===== src/poisson_inverse_cdf_sampler_defines.svh =====
// Assertion macros shared by the Poisson sampler RTL.
// Expects clk and rst_n in the scope where a macro is used; no other dependencies.
`ifndef POISSON_INVERSE_CDF_SAMPLER_DEFINES_SVH
`define POISSON_INVERSE_CDF_SAMPLER_DEFINES_SVH
`ifndef SYNTHESIS
// Checked while out of reset.
`define PICS_ASSERT(lbl, prop, msg) \
  lbl: assert property (@(posedge clk) disable iff (!rst_n) prop) else $error(msg);
// Checked at every edge, reset included.
`define PICS_ASSERT_RST(lbl, prop, msg) \
  lbl: assert property (@(posedge clk) prop) else $error(msg);
`else
`define PICS_ASSERT(lbl, prop, msg)
`define PICS_ASSERT_RST(lbl, prop, msg)
`endif
`endif


===== src/pics_pkg.sv =====
// Package for the Poisson inverse-CDF sampler: sizes, codes and the search-state type.
// No dependencies.
package pics_pkg;

  localparam int TABLE_DEPTH   = 32;
  localparam int FRACTION_BITS = 32;

  localparam int IDX_W   = $clog2(TABLE_DEPTH);
  localparam int LEN_W   = $clog2(TABLE_DEPTH + 1);
  localparam int STEPS   = $clog2(TABLE_DEPTH);

  localparam int SAMPLE_W      = 6;
  localparam int ENTRY_INDEX_W = 5;
  localparam int FIELD_W       = 32;
  localparam int CFG_ADDR_W    = 3;
  localparam int CFG_DATA_W    = 32;
  localparam int CFG_IDX_W     = 1;
  localparam int TLEN_W        = 6;

  localparam logic KIND_LOAD = 1'b0;
  localparam logic KIND_DRAW = 1'b1;

  localparam logic [CFG_IDX_W-1:0] REG_TABLE_LENGTH = 1'b0;

  // One draw in flight through the search chain.
  typedef struct packed {
    logic                   valid;
    logic                   done;
    logic [LEN_W-1:0]       res;
    logic [IDX_W-1:0]       lo;
    logic [IDX_W-1:0]       hi;
    logic [TABLE_DEPTH-1:0] lt;
  } search_t;

endpackage


===== src/pics_entry_cell.sv =====
// One table entry of the Poisson sampler with its own comparator.
// Depends on pics_pkg.
module pics_entry_cell
  import pics_pkg::*;
(
  input  logic                     clk,
  input  logic                     wr_en,
  input  logic [FRACTION_BITS-1:0] wr_data,
  input  logic [FRACTION_BITS-1:0] uniform,
  output logic                     lt
);

  logic [FRACTION_BITS-1:0] entry_r;

  always_ff @(posedge clk) begin
    if (wr_en) begin
      entry_r <= wr_data;
    end
  end

  assign lt = uniform < entry_r;

endmodule


===== src/pics_step_cell.sv =====
// One halving step of the binary search, registered, for the Poisson sampler.
// Depends on pics_pkg and the shared assertion macros.
`include "poisson_inverse_cdf_sampler_defines.svh"
module pics_step_cell
  import pics_pkg::*;
(
  input  logic    clk,
  input  logic    rst_n,
  input  logic    adv,
  input  search_t s_in,
  output search_t s_out
);

  search_t          st_r;
  search_t          st_nxt;
  logic [IDX_W:0]   sum;
  logic [IDX_W-1:0] mid;

  always_comb begin
    sum    = {1'b0, s_in.lo} + {1'b0, s_in.hi};
    mid    = sum[IDX_W:1];
    st_nxt = s_in;
    // Once the interval is down to neighbours the step changes nothing.
    if (s_in.valid && !s_in.done && (mid != s_in.lo)) begin
      if (s_in.lt[mid]) begin
        st_nxt.hi = mid;
      end else begin
        st_nxt.lo = mid;
      end
    end
  end

  always_ff @(posedge clk) begin
    if (!rst_n) begin
      st_r.valid <= 1'b0;
    end else if (adv) begin
      st_r <= st_nxt;
    end
  end

  assign s_out = st_r;

  `PICS_ASSERT(a_interval_open, st_r.valid && !st_r.done |-> st_r.lo < st_r.hi, "search interval collapsed")
  `PICS_ASSERT(a_res_range, st_r.valid && st_r.done |-> st_r.res <= LEN_W'(TABLE_DEPTH), "result beyond table")
  `PICS_ASSERT(a_hold, !adv |=> $stable(st_r), "step moved while the chain was held")

endmodule


===== src/poisson_inverse_cdf_sampler.sv =====
// Top level of the Poisson inverse-CDF sampler: table cells, search chain, APB register.
// Depends on pics_pkg, pics_entry_cell, pics_step_cell and the assertion macros.
//
//   channel | ports                         | beat carries
//   --------+-------------------------------+-----------------------------------------
//   in      | in_valid / in_stall           | kind, entry_index, entry_value, uniform
//   out     | out_valid / out_stall         | sample (draw beats only)
//   cfg     | psel penable pwrite paddr ... | table_length at byte address 0
//
// Every input beat is taken at the front; a load writes its table cell at once and
// leaves nothing behind. A draw compares its fraction against all table cells in that same
// cycle and is captured in the front register at the accepting edge. It then walks the chain
// of STEPS halving cells, one cell after another, and its sample reaches the output from the
// last halving cell. One beat per cycle can enter and leave while the output is not held.
// The whole chain moves as one: a held output beat holds every stage and raises in_stall.
// Reset is synchronous and clears the stage valid bits and table_length; the table cells
// are not cleared and must be loaded before a draw reads them.
`include "poisson_inverse_cdf_sampler_defines.svh"
module poisson_inverse_cdf_sampler
  import pics_pkg::*;
(
  input  logic                     clk,
  input  logic                     rst_n,
  // input channel
  input  logic                     in_valid,
  output logic                     in_stall,
  input  logic                     in_kind,
  input  logic [ENTRY_INDEX_W-1:0] in_entry_index,
  input  logic [FIELD_W-1:0]       in_entry_value,
  input  logic [FIELD_W-1:0]       in_uniform,
  // result channel
  output logic                     out_valid,
  input  logic                     out_stall,
  output logic [SAMPLE_W-1:0]      out_sample,
  // configuration port
  input  logic                     psel,
  input  logic                     penable,
  input  logic                     pwrite,
  input  logic [CFG_ADDR_W-1:0]    paddr,
  input  logic [CFG_DATA_W-1:0]    pwdata,
  output logic [CFG_DATA_W-1:0]    prdata,
  output logic                     pready
);

  logic [TLEN_W-1:0]        table_length_r;
  logic [CFG_IDX_W-1:0]     cfg_index;
  logic                     cfg_write;

  logic                     adv;
  logic                     in_accept;
  logic                     load_ok;
  logic [FRACTION_BITS-1:0] wr_data;
  logic [FRACTION_BITS-1:0] uniform;
  logic [TABLE_DEPTH-1:0]   lt_vec;
  logic [LEN_W-1:0]         used_len;
  logic [IDX_W-1:0]         hi0;

  search_t                  s0_r;
  search_t                  s0_nxt;
  search_t                  chain [0:STEPS];

  // Configuration register. Writes must come only while idle; the block does not enforce this.
  assign pready    = 1'b1;
  assign cfg_index = paddr[CFG_ADDR_W-1:2];
  assign cfg_write = psel && penable && pwrite && pready;

  always_ff @(posedge clk) begin
    if (!rst_n) begin
      table_length_r <= '0;
    end else if (cfg_write && (cfg_index == REG_TABLE_LENGTH)) begin
      table_length_r <= pwdata[TLEN_W-1:0];
    end
  end

  assign prdata = (cfg_index == REG_TABLE_LENGTH) ? CFG_DATA_W'(table_length_r) : '0;

  // The chain advances unless a finished sample is being held at the output.
  assign adv       = !(out_valid && out_stall);
  assign in_stall  = !adv;
  assign in_accept = in_valid && adv;
  assign load_ok   = 32'(in_entry_index) < TABLE_DEPTH;
  assign wr_data   = FRACTION_BITS'(in_entry_value);
  assign uniform   = FRACTION_BITS'(in_uniform);

  // Table cells: each holds one entry and compares it with the incoming fraction.
  for (genvar i = 0; i < TABLE_DEPTH; i++) begin : g_entry
    pics_entry_cell u_entry (
      .clk     (clk),
      .wr_en   (in_accept && (in_kind == KIND_LOAD) && load_ok &&
                (32'(in_entry_index) == i)),
      .wr_data (wr_data),
      .uniform (uniform),
      .lt      (lt_vec[i])
    );
  end

  // A length register above the table depth is treated as the full table.
  assign used_len = (32'(table_length_r) > TABLE_DEPTH) ? LEN_W'(TABLE_DEPTH)
                                                       : LEN_W'(table_length_r);
  assign hi0      = IDX_W'(used_len - LEN_W'(1));

  // Front stage: the end checks of the search are settled here, and the compare
  // vector is captured so that later loads cannot disturb a draw in flight.
  always_comb begin
    s0_nxt       = '0;
    s0_nxt.valid = in_accept && (in_kind == KIND_DRAW);
    s0_nxt.lt    = lt_vec;
    s0_nxt.hi    = hi0;
    priority if (used_len == '0) begin
      s0_nxt.done = 1'b1;
    end else if (lt_vec[0]) begin
      s0_nxt.done = 1'b1;
    end else if (!lt_vec[hi0]) begin
      s0_nxt.done = 1'b1;
      s0_nxt.res  = used_len;
    end else begin
      s0_nxt.done = 1'b0;
    end
  end

  always_ff @(posedge clk) begin
    if (!rst_n) begin
      s0_r.valid <= 1'b0;
    end else if (adv) begin
      s0_r <= s0_nxt;
    end
  end

  assign chain[0] = s0_r;

  // Row of halving cells; each hands its draw to the next one every cycle while the chain advances.
  for (genvar k = 0; k < STEPS; k++) begin : g_step
    pics_step_cell u_step (
      .clk   (clk),
      .rst_n (rst_n),
      .adv   (adv),
      .s_in  (chain[k]),
      .s_out (chain[k+1])
    );
  end

  // A draw that ran the full search ends with its answer in hi.
  assign out_valid  = chain[STEPS].valid;
  assign out_sample = SAMPLE_W'(chain[STEPS].done ? chain[STEPS].res
                                                  : LEN_W'(chain[STEPS].hi));

  `PICS_ASSERT(a_draw_enters, in_accept && in_kind == KIND_DRAW |=> s0_r.valid, "draw beat lost at the front")
  `PICS_ASSERT(a_load_no_result, in_accept && in_kind == KIND_LOAD |=> !s0_r.valid, "load beat produced a draw")
  `PICS_ASSERT_RST(a_reset_clears, !rst_n |=> !out_valid, "output valid after reset")

endmodule

===== config.mk =====
export PLATFORM = sky130hd
export DESIGN_NAME = poisson_inverse_cdf_sampler
export DESIGN_NICKNAME = d
export VERILOG_FILES = /design/src/pics_pkg.sv /design/src/pics_entry_cell.sv /design/src/pics_step_cell.sv /design/src/poisson_inverse_cdf_sampler.sv
export VERILOG_INCLUDE_DIRS = /design/src /design/src/src
export SDC_FILE = /design/constraint.sdc
export NUM_CORES = 2
export LEC_CHECK = 0
export BUFFER_PORTS_ARGS = -buffer_cell sky130_fd_sc_hd__buf_2
export CAP_MARGIN = 0
export CORE_UTILIZATION = 50
export CTS_CLUSTER_DIAMETER = 80
export DETAILED_ROUTE_END_ITERATION = 8
export HOLD_SLACK_MARGIN = 0.15
export PLACE_DENSITY = 0.66
export SYNTH_ARGS = -nofsm -noshare
export SYNTH_HDL_FRONTEND = slang
export SYNTH_HIERARCHICAL = 1
export SYNTH_SLANG_ARGS = --single-unit

===== constraint.sdc =====
create_clock -name clk -period 8.3 [get_ports clk]
set_clock_uncertainty 0.2 [all_clocks]
set_input_delay 0.83 -clock clk [delete_from_list [all_inputs] [get_ports clk]]
set_output_delay 0.83 -clock clk [all_outputs]
set_load 0.02 [all_outputs]

Word-level counts from Yosys, hierarchy flattened
Index checks and enable logic that the tools add are counted.
Storage, ports and cells
  flip-flop bits (word level): 1287
  input port bits: 112
  logic and storage cells: 243
  output and inout bits: 41
Cells by class
  reduce and logical (&&, ||, !) cells: 63
  bitwise gates (word level): 5
  magnitude comparators: 39
  multiplexer cells: 29
  eq/ne operators: 35
  $add $sub $neg: 5
Operator list (number)
  less-than comparator 32 bit: 32
  == test 5 bit (second input constant): 16
  logical AND 1 bit: 49
  2-to-1 mux 5 bit: 9
  == test 5 x 4 -> 1 bit (second input constant): 8
  less-than comparator 5 x 6 -> 1 bit (second input constant): 5
  binary-select mux 1 bit (select 5 bit): 5
  == test 5 x 3 -> 1 bit (second input constant): 4
  2-to-1 mux 10 bit: 2
  adder 5 x 5 -> 6 bit: 3
  2-to-1 mux 6 bit: 3
  inequality test 5 bit: 3
  == test 5 x 2 -> 1 bit (second input constant): 2
  2-to-1 mux 9 bit: 1
  2-to-1 mux 1 bit: 7
  adder 4 x 5 -> 6 bit: 1
  > comparator 6 bit (second input constant): 1
  zero test 1 bit: 6
  zero test 6 bit: 1
  less-than comparator 4 x 6 -> 1 bit (second input constant): 1
  OR reduction 2 bit: 3
  == test 5 x 1 -> 1 bit (second input constant): 1
  zero test 5 bit: 1
  inequality test 5 x 4 -> 1 bit: 1
  7 further kinds: 11

Longest topological paths before layout
  depth in word-level cells: 6
  gate-level depth with buffers: 12
  mapped depth without buffers: 12

Hierarchy
Netlist, hierarchy kept.
By module, submodules not included
  pics_entry_cell: sequential area each 960.9 µm², cells an instance 142, area an instance 1759.2 µm², instances 32
  pics_step_cell: sequential area each 1491.4 µm², cells an instance 126, area an instance 2250.9 µm², instances 5
  poisson_inverse_cdf_sampler: sequential area each 1461.4 µm², cells an instance 239, area an instance 2716.4 µm², instances 1

Worst setup path after synthesis
No wires, ideal clock.
  path type: input to register
  start point: in out_stall
  end point: reg g_entry[12].u_entry.entry_r[0], enable pin
  setup time: 0.421 ns
  arrival time: 3.409 ns
  path buffers: 0
  path slack: 4.270 ns
  stages on the path: 5
  required time: 7.679 ns
  cell sequence: nand2_1 -> inv_1 -> nor4b_1 -> nand3_1 -> nor2_1
On the way
  cells in the longest elaborated chain, start to end: 5
Ends and longest elaborated chain
  start: declaration: RTL line poisson_inverse_cdf_sampler.sv:33  | input logic out_stall,
  logical AND 1 bit: RTL line poisson_inverse_cdf_sampler.sv:78  | assign adv = !(out_valid && out_stall);
  via in_stall: RTL line poisson_inverse_cdf_sampler.sv:26  | output logic in_stall,
  zero test 1 bit: RTL line poisson_inverse_cdf_sampler.sv:78
  logical AND 1 bit: RTL line poisson_inverse_cdf_sampler.sv:80  | assign in_accept = in_valid && adv;
  logical AND 1 bit (2 in a row): RTL line poisson_inverse_cdf_sampler.sv:89  | .wr_en (in_accept && (in_kind == KIND_LOAD) && load_ok &&
  end signal: assignment: RTL line pics_entry_cell.sv:17  | entry_r <= wr_data;
  end: declaration: RTL line pics_entry_cell.sv:13  | logic [FRACTION_BITS-1:0] entry_r;
The timed path passes the listed nets, and every way through them passes these cells.
A chain may end at the register's enable or synchronous reset.

Worst setup path after layout
  start point: in in_uniform[14]
  end point: reg s0_r, in the netlist chain[298] (data pin)
On the way
  cells in the longest elaborated chain, start to end: 4
  elaborated cells on any way between the ends: 36
  classes of those cells: order compare (32); mux (3); reduce/logical (1)
Ends and longest elaborated chain
  start: declaration: RTL line poisson_inverse_cdf_sampler.sv:30  | input logic [FIELD_W-1:0] in_uniform,
  less-than comparator 32 bit: RTL line pics_entry_cell.sv:21  | assign lt = uniform < entry_r;
  via lt_vec[24]: RTL line poisson_inverse_cdf_sampler.sv:54  | logic [TABLE_DEPTH-1:0] lt_vec;
  binary-select mux 1 bit (select 5 bit): RTL line poisson_inverse_cdf_sampler.sv:113  | end else if (!lt_vec[hi0]) begin
  2-to-1 mux 1 bit (implied by the code): RTL line poisson_inverse_cdf_sampler.sv:113
  2-to-1 mux 1 bit: RTL line poisson_inverse_cdf_sampler.sv:113
  end signal: assignment: RTL line poisson_inverse_cdf_sampler.sv:125  | s0_r <= s0_nxt;
  end: declaration: RTL line poisson_inverse_cdf_sampler.sv:58  | search_t s0_r;
The timed path passes the listed nets, and every way through them passes these cells. The select of a mux whose other input is x is not followed.

==> impl_metrics.ini <==
[routing]
wire_per_inst_um = 21.8
dr.first_iter.drc_count = 2481
drt_first_pass_iters = 5
routed_wl_um = 165000
num_vias = 41900
vias_per_cell = 5.54
drc = 0
ant_nets = 0

[power_and_ir_drop]
p_int_w = 0.0111
max-vdd-ir-drop_mv = 0.219
p_comb_share_pct = 9.7
pwr-share-seq_pct = 49.9
p_leak_nw = 32.5
netSwitchingFraction_pct = 24.1
powerDensity_mw_per_mm2 = 192
pwr-share-clk_pct = 40.4
switchingPower_w = 0.00354
total_power_w = 0.0147

[floorplanning]
die_h_um = 374
placementRows = 136
core_mm2 = 0.137
start_util_pct = 50.3
die_area_mm2 = 0.140
fp.dieW_um = 374
io_pins = 153

[critical_path]
cp.depth = 13
start_kind = primary input
reg2reg_depth = 9
critPathBufInv = 2
r2r_start = g_step[2].u_step/s_out[37]
worst_setup_path_end_kind = flip-flop
slowest_stage = a21oi_1
crit_start = in_uniform[14]
cp.required_ns = 8.60
arrival_ns = 4.91
path_cells = buf_2, buf_4, ha_1, nand4_1, nor3_1, nor4b_1, or4_1, a21oi_1, nand2_1, a32o_1, a221oi_2, a31o_4, o21ai_0
crit_fanout = 20
r2r_setup_slack_ns = 4.36
crit_path_end = chain[298]
r2r_end = g_step[3].u_step/s_out[35]
critPathMaxStageDelay_ns = 0.78
cp_top_family = compound AO/OA/AOI/OAI gates
worstSetupPathType = primary input to flip-flop

[grt]
grt.overflow.total = 0
antenna_found_initial = 6
grt_use_total_pct = 23.8
grt_pass1_vias = 41900
grt_max_degree = 50
grt_pass1_wl_um = 247000

[timing]
rsz0062_at_grt = no
setup_violations = 0
tightest_slew_ns = 1.20
fin_crit_sh_pct = 55.6
slew-limit-headroom_pct = 20.0
timing.final.ws_setup_ns = 3.68
final.setup.tns_ns = 0
hold_slack_ns = 0.217
fmax_ghz = 0.217
fin_crit_ns = 4.62
finalHoldViolCount = 0
drv_slew = 0

[run_status]
status = finished clean

[clocking]
holdBufCountCts = 6
cts_tree = yes
clock_latency_ns = 0.78
cts_setup_buffers = 0
numCtsBuffers = 143
root_buffer = clkbuf_16
htree_levels = 4
cts_sinks = 1288
cts_max_path_buffers = 3
cts_resized = 0
clk_pin_slew_ns = 0.06

[place]
post-dp-hpwl_um = 104000
port_buffers = 97
dp_slack_ns = 2.95
place.gp.congestion = 0.847

[logic_synthesis]
synthCells = 5365
avgSynthCellArea_um2 = 12.9
yosys_warnings = 6
synthesis.area_mm2 = 0.0691

[cells_and_area]
drive_gt1_share_pct = 9.56
nets = 6783
nFillCells = 11100
area_growth_pct = 10.9

[worst_hold_path]
hold_depth = 0
hold_class = flip-flop to flip-flop

[run]
cap_violations = 0
## cell type report
class	count	area, um^2	share of cell area (%)
clock inverters	65	494	0.645
clock buffers	188	3830	5.00
diodes	1	2.50	0.00327
repair buffers	149	891	1.16
flip-flops and latches	1288	38600	50.3
well taps	1794	2240	2.93
multi-input cells	3062	26800	35.0
inverters	1009	3790	4.95
## how the worst min path moves through the flow
stage,startpoint,end,slack (ns)
floorplan,chain[292],g_step[0].u_step/s_out[42],0.20
global placement,g_step[0].u_step/s_out[47],g_step[1].u_step/s_out[47],0.20
detailed placement,chain[293],g_step[0].u_step/s_out[43],0.20
CTS,pwdata[1],table_length_r[1],0.19
global route,pwdata[1],table_length_r[1],0.22
finish,g_step[0].u_step/s_out[47],g_step[1].u_step/s_out[47],0.22
## routing by layer
metal | part of all wire, % | up-vias | wire length, um | global-route usage, %
met5 | 0.025 | - | 41 | 0
met4 | 4.1 | 6 | 6690 | 9.84
met3 | 4.6 | 367 | 7610 | 3.32
met2 | 49 | 1020 | 80600 | 41.1
met1 | 42 | 20500 | 69600 | 29.9
li1 | - | 20000 | - | -
## power by group through the flow
stage          combinational (W)  clock, W  sequential, W
6_report                 0.00142   0.00593        0.00732
5_1_grt                  0.00157   0.00628        0.00733
4_1_cts                  0.00143   0.00602        0.00732
3_5_place_dp             0.00142         0        0.00746
3_3_place_gp             0.00138         0        0.00745
2_1_floorplan           0.000847         0        0.00744
## layout by cell type (no fill, tap or decap), types with 32 or more instances in the layout
cell type,instances
a21boi_0,33
clkbuf_16,147
nor2_1,136
nand2b_4,32
conb_1,45
nor4b_1,33
nor2_4,32
nand2_1,372
nor3_1,37
nand3_1,78
a21oi_1,370
or4_1,32
ha_1,1013
mux2_2,42
nand4_1,69
clkbuf_1,41
buf_2,97
and4_1,64
buf_4,46
inv_1,1008
a21o_1,69
o21a_1,69
o2bb2ai_1,32
o21ai_0,139
edfxtp_1,1276
a2111oi_4,32
a221oi_1,64
## state kept, by name (all words and copies together), names as in the netlist
register	flops
g_entry.u_entry/entry_r	1024
table_length_r	6
g_step.u_step/s_out	213
chain	45
## through the flow
stage,std cells,utilization (%),area (um^2)
floorplan,5408,-,69200
finish,7556,55.8,76600
global placement,7296,52.6,72200
detailed placement,7296,52.6,72200
CTS,7555,55.8,76600
global route,7555,55.8,76600
(Power assumes the default switching activity.)
